<file path="config.mk">
export PLATFORM = sky130hd
export DESIGN_NAME = lowest_free_slot_table
export DESIGN_NICKNAME = d
export VERILOG_FILES = /design/src/rtl/lfst_pkg.sv /design/src/rtl/lfst_ram.sv /design/src/rtl/lfst_vac_scan.sv /design/src/rtl/lowest_free_slot_table.sv
export SDC_FILE = /design/constraint.sdc
export NUM_CORES = 2
export LEC_CHECK = 0
export BUFFER_PORTS_ARGS = -buffer_cell sky130_fd_sc_hd__buf_2
export CAP_MARGIN = 0
export CELL_PAD_IN_SITES_DETAIL_PLACEMENT = 0
export CELL_PAD_IN_SITES_GLOBAL_PLACEMENT = 1
export CORE_AREA = 3 3 533 535
export DETAILED_ROUTE_END_ITERATION = 12
export DIE_AREA = 0 0 536 538
export PLACE_DENSITY = 0.5
export SLEW_MARGIN = 20
export SYNTH_ARGS = -nofsm -noshare
export SYNTH_HDL_FRONTEND = slang
export SYNTH_SLANG_ARGS = --single-unit
</file>
<file path="constraint.sdc">
create_clock -name clk -period 6.03 [get_ports clk]
set_input_delay 0.9045 -clock clk [delete_from_list [all_inputs] [get_ports clk]]
set_output_delay 0.9045 -clock clk [all_outputs]
set_load 0.03 [all_outputs]
</file>
<file path="src/rtl/lfst_pkg.sv">
// Shared types, codes and sizes for the lowest free slot table.
`timescale 1ns / 1ps

package lfst_pkg;

	// Table geometry
	localparam int SLOTS    = 64;
	localparam int IDX_W    = $clog2(SLOTS);
	localparam int CNT_W    = $clog2(SLOTS + 1);
	localparam int HANDLE_W = 32;

	// Vacancy search: slots are scanned in groups
	localparam int GRP_W  = 8;
	localparam int GRPS   = SLOTS / GRP_W;
	localparam int GPOS_W = $clog2(GRP_W);

	// Operation codes
	localparam logic [2:0] KIND_ADD_LOWEST = 3'd0;
	localparam logic [2:0] KIND_ADD_AT     = 3'd1;
	localparam logic [2:0] KIND_REMOVE     = 3'd2;
	localparam logic [2:0] KIND_LOOKUP     = 3'd3;
	localparam logic [2:0] KIND_CLEAR      = 3'd4;

	// Status codes
	localparam logic [1:0] ST_OK      = 2'd0;
	localparam logic [1:0] ST_IGNORED = 2'd1;
	localparam logic [1:0] ST_FULL    = 2'd2;

	typedef struct packed {
		logic [2:0]  kind;
		logic [7:0]  slot_index;
		logic [31:0] entry_data;
	} req_t;

	typedef struct packed {
		logic [5:0]  result_index;
		logic [31:0] result_data;
		logic        occupied;
		logic [1:0]  status;
		logic [6:0]  occupied_count;
		logic [6:0]  lowest_vacant;
	} rsp_t;

endpackage

</file>
<file path="src/rtl/lfst_ram.sv">
// Generic simple dual-port RAM with one write port and a registered read port.
`timescale 1ns / 1ps

module lfst_ram #(
	parameter int WIDTH = 32,
	parameter int DEPTH = 64
) (
	input  logic                     clk,
	input  logic                     wr_en,
	input  logic [$clog2(DEPTH)-1:0] wr_addr,
	input  logic [WIDTH-1:0]         wr_data,
	input  logic                     rd_en,
	input  logic [$clog2(DEPTH)-1:0] rd_addr,
	output logic [WIDTH-1:0]         rd_data
);

	logic [WIDTH-1:0] mem [DEPTH];

	// write port
	always_ff @(posedge clk) begin
		if (wr_en) begin
			mem[wr_addr] <= wr_data;
		end
	end

	// registered read, holds until the next read
	always_ff @(posedge clk) begin
		if (rd_en) begin
			rd_data <= mem[rd_addr];
		end
	end

endmodule

</file>
<file path="src/rtl/lfst_vac_scan.sv">
// Two-step search for the lowest vacant slot over the valid bits.
`timescale 1ns / 1ps

module lfst_vac_scan (
	input  logic                                 clk,
	input  logic [lfst_pkg::SLOTS-1:0]           slot_valid,
	output logic [lfst_pkg::CNT_W-1:0]           first_vacant
);

	import lfst_pkg::*;

	logic [GRPS-1:0]   grp_full;
	logic [GPOS_W-1:0] grp_pos [GRPS];
	logic [GRPS-1:0]   grp_full_s1;
	logic [GPOS_W-1:0] grp_pos_s1 [GRPS];

	// first step: lowest clear bit inside each group
	always_comb begin
		for (int g = 0; g < GRPS; g++) begin
			grp_full[g] = &slot_valid[g*GRP_W +: GRP_W];
			grp_pos[g]  = '0;
			for (int b = GRP_W - 1; b >= 0; b--) begin
				if (!slot_valid[g*GRP_W + b]) begin
					grp_pos[g] = GPOS_W'(b);
				end
			end
		end
	end

	always_ff @(posedge clk) begin
		grp_full_s1 <= grp_full;
		for (int g = 0; g < GRPS; g++) begin
			grp_pos_s1[g] <= grp_pos[g];
		end
	end

	// second step: lowest group that is not full; SLOTS when all are full
	always_comb begin
		first_vacant = CNT_W'(SLOTS);
		for (int g = GRPS - 1; g >= 0; g--) begin
			if (!grp_full_s1[g]) begin
				first_vacant = CNT_W'(g * GRP_W) + CNT_W'(grp_pos_s1[g]);
			end
		end
	end

endmodule

</file>
<file path="src/rtl/lowest_free_slot_table.sv">
// Top level of the lowest free slot table: control, valid bits, handle store.
`timescale 1ns / 1ps
//
//  channel | direction | handshake             | payload
//  --------+-----------+-----------------------+-----------------
//  req     | in        | req_valid / req_ready | lfst_pkg::req_t
//  rsp     | out       | rsp_valid / rsp_ready | lfst_pkg::rsp_t
//
//  Each operation updates the valid bits, count and handle RAM in its accept
//  cycle, then the vacancy search needs one registered step (S_SCAN, S_DONE).
//  A new request is taken in S_DONE of the previous one, as its result loads.
//  Reset empties the table at once; handles need no clearing.
//  A result waiting in the output register lets one more request be taken;
//  the block then holds in its final step until the output is free.

module lowest_free_slot_table (
	input  logic           clk,
	input  logic           arst_n,
	input  logic           req_valid,
	output logic           req_ready,
	input  lfst_pkg::req_t req,
	output logic           rsp_valid,
	input  logic           rsp_ready,
	output lfst_pkg::rsp_t rsp
);

	import lfst_pkg::*;

	localparam logic [1:0] S_IDLE = 2'd0;
	localparam logic [1:0] S_SCAN = 2'd1;
	localparam logic [1:0] S_DONE = 2'd2;

	logic [1:0]          state_q;
	logic [SLOTS-1:0]    valid_q;
	logic [CNT_W-1:0]    count_q;
	logic [CNT_W-1:0]    first_vacant_q;
	logic [CNT_W-1:0]    fv_next;
	logic [CNT_W-1:0]    fv_cur;
	logic                rsp_valid_q;
	rsp_t                rsp_q;

	logic                accept;
	logic                load_ok;
	logic                load;
	logic                in_range;
	logic [IDX_W-1:0]    tgt;

	// decoded operation
	logic                wr_en;
	logic [IDX_W-1:0]    wr_addr;
	logic                set_en;
	logic                clr_en;
	logic                clr_all;
	logic                rd_en;
	logic [IDX_W-1:0]    r_index;
	logic [1:0]          r_status;
	logic                r_occ;

	logic [IDX_W-1:0]    op_index_q;
	logic [1:0]          op_status_q;
	logic                op_occ_q;
	logic [HANDLE_W-1:0] rd_data;

	assign load_ok   = !rsp_valid_q || rsp_ready;
	assign load      = (state_q == S_DONE) && load_ok;
	assign req_ready = (state_q == S_IDLE) || load;
	assign accept    = req_valid && req_ready;
	assign in_range  = (req.slot_index[7:IDX_W] == '0);
	assign tgt       = req.slot_index[IDX_W-1:0];
	// lowest vacant slot as seen by the request being taken
	assign fv_cur    = (state_q == S_DONE) ? fv_next : first_vacant_q;

	// operation decode
	always_comb begin
		wr_en    = 1'b0;
		wr_addr  = tgt;
		set_en   = 1'b0;
		clr_en   = 1'b0;
		clr_all  = 1'b0;
		rd_en    = 1'b0;
		r_index  = '0;
		r_status = ST_OK;
		r_occ    = 1'b0;
		case (req.kind)
			KIND_ADD_LOWEST: begin
				if (fv_cur == CNT_W'(SLOTS)) begin
					r_status = ST_FULL;
				end else begin
					wr_addr = fv_cur[IDX_W-1:0];
					r_index = fv_cur[IDX_W-1:0];
					wr_en   = 1'b1;
					set_en  = 1'b1;
				end
			end
			KIND_ADD_AT: begin
				r_index = tgt;
				if (in_range) begin
					wr_en  = 1'b1;
					set_en = 1'b1;
				end else begin
					r_status = ST_IGNORED;
				end
			end
			KIND_REMOVE: begin
				r_index = tgt;
				if (in_range && valid_q[tgt]) begin
					clr_en = 1'b1;
				end else begin
					r_status = ST_IGNORED;
				end
			end
			KIND_LOOKUP: begin
				r_index = tgt;
				rd_en   = 1'b1;
				if (in_range) begin
					r_occ = valid_q[tgt];
				end else begin
					r_status = ST_IGNORED;
				end
			end
			KIND_CLEAR: begin
				clr_all = 1'b1;
			end
			default: begin
				r_status = ST_IGNORED;
			end
		endcase
	end

	// handle store
	lfst_ram #(
		.WIDTH (HANDLE_W),
		.DEPTH (SLOTS)
	) u_handle_ram (
		.clk     (clk),
		.wr_en   (accept && wr_en),
		.wr_addr (wr_addr),
		.wr_data (req.entry_data),
		.rd_en   (accept && rd_en),
		.rd_addr (tgt),
		.rd_data (rd_data)
	);

	// vacancy search
	lfst_vac_scan u_vac_scan (
		.clk          (clk),
		.slot_valid   (valid_q),
		.first_vacant (fv_next)
	);

	// valid bits and occupied count
	always_ff @(posedge clk or negedge arst_n) begin
		if (!arst_n) begin
			valid_q <= '0;
			count_q <= '0;
		end else if (accept) begin
			if (clr_all) begin
				valid_q <= '0;
				count_q <= '0;
			end else if (set_en) begin
				valid_q[wr_addr] <= 1'b1;
				if (!valid_q[wr_addr]) begin
					count_q <= count_q + 1'b1;
				end
			end else if (clr_en) begin
				valid_q[tgt] <= 1'b0;
				count_q      <= count_q - 1'b1;
			end
		end
	end

	// per-operation result fields
	always_ff @(posedge clk) begin
		if (accept) begin
			op_index_q  <= r_index;
			op_status_q <= r_status;
			op_occ_q    <= r_occ;
		end
	end

	// sequencer and lowest vacant slot
	always_ff @(posedge clk or negedge arst_n) begin
		if (!arst_n) begin
			state_q        <= S_IDLE;
			first_vacant_q <= '0;
		end else begin
			case (state_q)
				S_IDLE: begin
					if (accept) begin
						state_q <= S_SCAN;
					end
				end
				S_SCAN: begin
					state_q <= S_DONE;
				end
				S_DONE: begin
					if (load) begin
						first_vacant_q <= fv_next;
						state_q        <= accept ? S_SCAN : S_IDLE;
					end
				end
				default: begin
					state_q <= S_IDLE;
				end
			endcase
		end
	end

	// output register
	always_ff @(posedge clk or negedge arst_n) begin
		if (!arst_n) begin
			rsp_valid_q <= 1'b0;
		end else if (load) begin
			rsp_valid_q <= 1'b1;
		end else if (rsp_ready) begin
			rsp_valid_q <= 1'b0;
		end
	end

	always_ff @(posedge clk) begin
		if (load) begin
			rsp_q.result_index   <= 6'(op_index_q);
			rsp_q.result_data    <= op_occ_q ? 32'(rd_data) : '0;
			rsp_q.occupied       <= op_occ_q;
			rsp_q.status         <= op_status_q;
			rsp_q.occupied_count <= 7'(count_q);
			rsp_q.lowest_vacant  <= 7'(fv_next);
		end
	end

	assign rsp_valid = rsp_valid_q;
	assign rsp       = rsp_q;

	// checks
	a_count_bound: assert property (@(posedge clk) disable iff (!arst_n)
		count_q <= CNT_W'(SLOTS))
		else $error("occupied count above table size");

	a_accept_state: assert property (@(posedge clk) disable iff (!arst_n)
		accept |-> (state_q == S_IDLE || state_q == S_DONE))
		else $error("request taken while an operation is in flight");

	a_full_agree: assert property (@(posedge clk) disable iff (!arst_n)
		(state_q == S_IDLE) |-> ((first_vacant_q == CNT_W'(SLOTS)) == (count_q == CNT_W'(SLOTS))))
		else $error("full flag and count disagree");

	a_scan_done: assert property (@(posedge clk) disable iff (!arst_n)
		(state_q == S_SCAN) |=> (state_q == S_DONE))
		else $error("search step not followed by completion");

endmodule

</file>
# --- Word-level counts from Yosys, hierarchy flattened ---
# Memories as Yosys holds them, arrays and structs flattened. A register that Yosys moved wholly into a read port is not among the register bits.
# Cells that the tools add are included.
totals:
  ff_bits: 153
  ramBits: 2072
  out_inout_bits: 57
  mem_count: 2
op_classes:
  add_sub_neg: 9
  n_lt_le_gt_ge: 4
  eq_ne: 10
  muxes: 111
  bitwise: 3
  reduce_logical: 30
memory_table:
  columns: ["memory", "words", "word_bits", "rd", "rd_clocked_by_memory_dff", "wr", "line_no", "text"]
  rows:
  - ["u_handle_ram.mem", 64, 32, 1, 1, 1, "lfst_ram.sv:17", "logic [WIDTH-1:0] mem [DEPTH];"]
  - ["u_vac_scan.grp_pos_s1", 8, 3, 8, 0, 8, "lfst_vac_scan.sv:15", "logic [GPOS_W-1:0] grp_pos_s1 [GRPS];"]
ops:
  columns: ["cell", "n"]
  rows:
  - ["$mux W3", 64]
  - ["$mux W64", 3]
  - ["$mux W7", 13]
  - ["$and A64 B64 Y64", 1]
  - ["$not A64 Y64", 1]
  - ["$or A64 B64 Y64", 1]
  - ["$reduce_and A8 Y1", 8]
  - ["$add A6 B3 Y7 const A", 4]
  - ["$mux W6", 3]
  - ["$mux W1", 17]
  - ["$lt A6 B7 Y1 const B", 2]
  - ["$add A5 B3 Y6 const A", 2]
  - ["$bmux W1 S6", 2]
  - ["$demux W1 S6", 2]
  - ["$ge A6 B1 Y1 const B", 2]
  - ["$pmux W6 S2", 1]
  - ["$pmux W2 S4", 1]
  - ["$reduce_and A2 Y1", 4]
  - ["$add A7 B1 Y7 const B", 1]
  - ["$eq A7 B7 Y1 const B", 1]
  - ["$logic_and A1 B1 Y1", 7]
  - ["$sub A7 B1 Y7 const B", 1]
  - ["$eq A3 B2 Y1 const B", 2]
  - ["$mux W2", 3]
  - ["other kinds (18)", 21]

# --- Depth between registers and ports, before layout ---
# An unclocked memory read counts as a cell.
depth:
  ltp_word: 21
  depth_mapped: 20
  mapped_depth_nobuf: 16

# --- Cells and area by module ---
# A second synthesis with hierarchy kept.
unflattened:
  cells_unflattened: 4388
  hier_area_um2: 88631.3
modules_own_cells:
  columns: ["mod", "n_inst", "cells_per_inst", "area_per_inst_um2", "seq_area_each_um2"]
  rows:
  - ["lfst_ram", 1, 3324, 78835.6, 62459.9]
  - ["lowest_free_slot_table", 1, 869, 8286.7, 3948.8]
  - ["lfst_vac_scan", 1, 195, 1508.9, 640.6]

# --- Worst setup path before layout ---
# Ideal clock, no wire load.
synth_timing:
  path_kind: "input -> register"
  from: "input req[42] (netlist bit)"
  to: "memory u_handle_ram.mem[13][0] (enable)"
  setup_ns: 0.421
  arrival_ns: 4.585
  path_slack_ns: 1.024
  stages: 12
  path_buffers: 4
  path_cell_list: "or3_1 clkbuf_2 or3_1 buf_2 and2_4 o21ai_2 nand2_1 buf_2 clkbuf_1 nor3_1 nand2_1 nor2_1"
synth_via:
  elab_chain_len: 5
  elab_cells_between_ends: 7
  classes_between: "1 x eq/ne; 4 x mux; 2 x reduce/logical"
synth_rtl:
  columns: ["element", "line_no", "text"]
  rows:
  - ["start, declared", "lowest_free_slot_table.sv:21", "input lfst_pkg::req_t req,"]
  - ["$eq A3 B1 Y1 / $logic_not A3 Y1 (equally long branches)", "lowest_free_slot_table.sv:84", "case (req.kind)"]
  - ["$pmux W1 S2", "lowest_free_slot_table.sv:84", null]
  - ["$logic_and A1 B1 Y1", "lowest_free_slot_table.sv:136", ".wr_en (accept && wr_en),"]
  - ["$mux W1", "lfst_ram.sv:21", "if (wr_en) begin"]
  - ["$mux W1 (implied by the code)", "lfst_ram.sv:22", "mem[wr_addr] <= wr_data;"]
  - ["end, declared", "lfst_ram.sv:17", null]
# Parallel ways exist; a longest one is shown, timed or not.

# --- Final worst setup path ---
layout_timing:
  from: "register u_vac_scan.grp_full_s1[6]"
  to: "memory u_handle_ram.mem[13][19] (enable)"
layout_via:
  elab_chain_len: 14
  elab_cells_between_ends: 16
  classes_between: "1 x eq/ne; 14 x mux; 1 x reduce/logical"
layout_rtl:
  columns: ["element", "line_no", "text"]
  rows:
  - ["start, declared", "lfst_vac_scan.sv:14", "logic [GRPS-1:0] grp_full_s1;"]
  - ["start signal, assigned", "lfst_vac_scan.sv:31", "grp_full_s1 <= grp_full;"]
  - ["$mux W7 (*) (7 in a row)", "lfst_vac_scan.sv:41", "if (!grp_full_s1[g]) begin"]
  - ["$mux W7 (*)", "lowest_free_slot_table.sv:71", "assign fv_cur = (state_q == S_DONE) ? fv_next : first_vacant_q;"]
  - ["$eq A7 B7 Y1", "lowest_free_slot_table.sv:86", "if (fv_cur == CNT_W'(SLOTS)) begin"]
  - ["$mux W1", "lowest_free_slot_table.sv:86", null]
  - ["$pmux W1 S2", "lowest_free_slot_table.sv:84", null]
  - ["$logic_and A1 B1 Y1", "lowest_free_slot_table.sv:136", null]
  - ["$mux W1", "lfst_ram.sv:21", null]
  - ["$mux W1 (implied by the code)", "lfst_ram.sv:22", null]
# Every way passes the cells marked *; elsewhere a longest branch is shown, timed or not.

==> results.ini <==
[status]
status = finished, final reports clean

[final_layout]
fin_cells = 9017
fin_nets = 5137
drive_above_1_share = 0.1415
syn2layout_area_growth_pct = 17.04
fin_area_um2 = 98130

[grt]
grt_antenna_before_repair = 27
grt-ovfl-total = 0
grt_first_pass_wirelength_mm = 419.7
grt_max_degree = 112
grtUsageTotal = 0.2082
grt_pass1_vias = 48810

[synthesis]
synth_top_area_cell = edfxtp_1
yosys.area_share.simple = 0.03567
synthTopCellsByCount = edfxtp_1, a22oi_1, clkbuf_1
synth_cells = 4888
synth_xor_area_frac = 0.0005223
ys_seq_area_frac = 0.7997
synth_top_cell_area_share = 0.7679
synth_top_flop_cell = edfxtp_1
synth_top_family_by_area = compound AO/OA/AOI/OAI gates
synthMuxAreaShare = 0.002432
synth_compound_area_frac = 0.1442
synth_cell_types = 74
synth_seq_cells = 2257
synth_adder_area_share = 0.0009849
syn-num-nets = 4941
synth_edf_count = 2144
yosysMostFrequentCell = edfxtp_1
synth_area_leaders = edfxtp_1, a22oi_1, dfrtp_1
mappedNetlistArea_um2 = 83840
avgSynthCellArea_um2 = 17.15
ys_async_sr_fraction = 0.03589
synth_warnings = 0

[floorplanning]
core_area_um2 = 279400
die_h_um = 538
ios = 104
dieArea_um2 = 288400
rows = 194
die_w_um = 536
initial_core_util = 0.3001

[clock_tree]
h-tree-depth = 4
cts-root-buf = clkbuf_16
clockBufferDepth = 4
clock-sinks = 2257
cts_resized = 0
path_clk_slew_ns = 0.06
cts_tree = built
cts_buffers = 237
clock_latency_ns = 0.92

[worst_setup_path]
end_kind = flip-flop
r2r-start = u_vac_scan.grp_full_s1[6]$_DFF_P_
critPathMaxFanout = 30
crit_required_ns = 6.47
arrival_ns = 5.51
endpoint = u_handle_ram.mem[13][19]$_DFFE_PP_
critPathKind = reg -> reg
cp-startpoint = u_vac_scan.grp_full_s1[6]$_DFF_P_
reg2regPathDepth = 15
cp-start-kind = flip-flop
r2r_end = u_handle_ram.mem[13][19]$_DFFE_PP_
r2r_slack_ns = 0.96

[drt]
first_pass_iters = 6
wire_per_inst_um = 34.30
ant_nets = 0
drc = 0
viasPerCell = 5.602
drtIter0Drc = 6072
wirelength_mm = 309.2
vias = 50510

[timing]
rsz0062_at_grt = false
fmax_ghz = 0.1974
fin_setup_tns_ns = 0
hold_viol = 0
finClkSkew_ns = 0.1226
fin_crit_ns = 5.066
worstMarginPinSlew_ns = 1.171
slew_violations = 0
finalCritPeriodShare = 0.8402
relSlewSlack = 0.2182
setup_viol = 0

[placed_design]
io_buffers = 103
placed_area_um2 = 90330
dpl.hpwl_mm = 165.4
gp_congestion = 0.8621
dp_cells = 8568

[power]
powerDensity_nw_per_um2 = 345.9
ir_worst_vdd_uv = 246.8
p_leak_nw = 29.84

[hold_path]
worstHoldStart = op_status_q[0]$_DFFE_PP_
hp-class = reg -> reg
hold-path-cell-count = 0

[job]
cap_violations = 0

[sequential cells by signal, summed over array words and instances, names as in the netlist]
register,count
u_handle_ram.mem,2048
valid_q,64
rsp,55
u_handle_ram.rd_data,32
u_vac_scan.grp_pos_s1,24
u_vac_scan.grp_full_s1,8
count_q,7
first_vacant_q,7
op_index_q,6
op_status_q,2
state_q,2
op_occ_q,1
rsp_valid,1
[layout by cell type, fill, tap and decap left out, types with 22 or more instances in the layout]
| cell type | instances |
|---|---|
| nand2_1 | 115 |
| dfxtp_1 | 32 |
| nor4_1 | 37 |
| clkinv_2 | 48 |
| clkbuf_1 | 38 |
| a221oi_1 | 213 |
| o21ai_0 | 95 |
| and2_1 | 34 |
| clkbuf_16 | 240 |
| a22o_1 | 214 |
| clkinv_1 | 58 |
| nand4_1 | 77 |
| a22oi_1 | 596 |
| nor2_4 | 67 |
| bufinv_16 | 28 |
| nand3_1 | 60 |
| o22a_1 | 56 |
| edfxtp_1 | 2144 |
| buf_12 | 46 |
| inv_1 | 22 |
| nor2_1 | 113 |
| buf_2 | 84 |
| buf_4 | 167 |
| a21oi_1 | 154 |
| a31oi_1 | 220 |
| dfrtp_1 | 81 |
[power breakdown]
part           internal (mW)  switching, mW  total (mW)  leakage [nW]
Combinational          0.498           1.31        1.80          5.40
Sequential              17.3          0.143        17.4          20.7
Clock                   8.51           6.18        14.7          3.77
[worst max-delay path: stages (launching register included)]
cell and delay, ns:
dfxtp_1 0.40, nand2b_1 0.14, o2111a_1 0.26, o2111ai_1 0.25
a21oi_1 0.24, buf_4 0.23, o22ai_1 0.20, mux2i_1 0.10
or3_2 0.50, buf_4 0.29, nor3_1 0.38, buf_4 0.20
nand2_1 0.21, buf_4 0.28, nor2_4 0.44, buf_4 0.56
[repair_timing]
action / 4_1_cts / 5_1_grt
setup endpoints to repair: 0 / 0
buffers inserted: 0 / 0
hold buffers: 1 / 0
hold endpoints to repair: 28 / 0
[worst min path at each step]
stage / end / slack [ns]
2_1_floorplan: rsp[14]$_DFFE_PP_ / 0.40
4_1_cts: rsp[14]$_DFFE_PP_ / 0.42
3_5_place_dp: rsp[14]$_DFFE_PP_ / 0.40
5_1_grt: rsp[53]$_DFFE_PP_ / 0.42
3_3_place_gp: rsp[50]$_DFFE_PP_ / 0.40
6_report: rsp[14]$_DFFE_PP_ / 0.42
[per-stage QoR]
step	util	hold WS (ns)	setup slack, ns	power [mW]
final	0.3512	0.4188	0.9638	33.94
after global routing	0.3511	0.4217	0.7722	34.98
after CTS	0.3510	0.4197	0.9115	34.24
after detailed placement	0.3233	0.4045	0.8004	19.59
after global placement	0.3232	0.4017	0.7922	19.58
after floorplan	-	0.4003	1.024	18.64
[kinds of logic (layout without fill, tap and decap cells)]
logic type	count (synthesis)	in the layout
AOI/OAI and AO/OA	1637	1637
buffers and inverters	363	755
adders and majority gates	6	6
and+or+nand+nor	603	603
other	0	13
xor gates and xnor gates	5	5
DFF	2257	2257
muxes	17	17
[area by class of cell]
type | count | area, µm²
Antenna cell | 13 | 32.53
Tap cell | 3724 | 4659
Inverter | 22 | 82.58
Clock inverter | 152 | 1498
Clock buffer | 283 | 6217
Fill cell | 26290 | 181300
Multi-Input combinational cell | 2268 | 15990
Sequential cell | 2257 | 67050
Timing Repair Buffer | 298 | 2605
[per-layer routing]
| layer | track usage | part of all wire | vias to the layer above |
|---|---|---|---|
| met5 | 0 | 0.000074 | - |
| met4 | 0.05569 | 0.027 | 4 |
| met3 | 0.03808 | 0.075 | 407 |
| met1 | 0.2978 | 0.44 | 27080 |
| met2 | 0.3254 | 0.46 | 2163 |
| li1 | - | - | 20860 |
(Power assumes the default switching activity.)
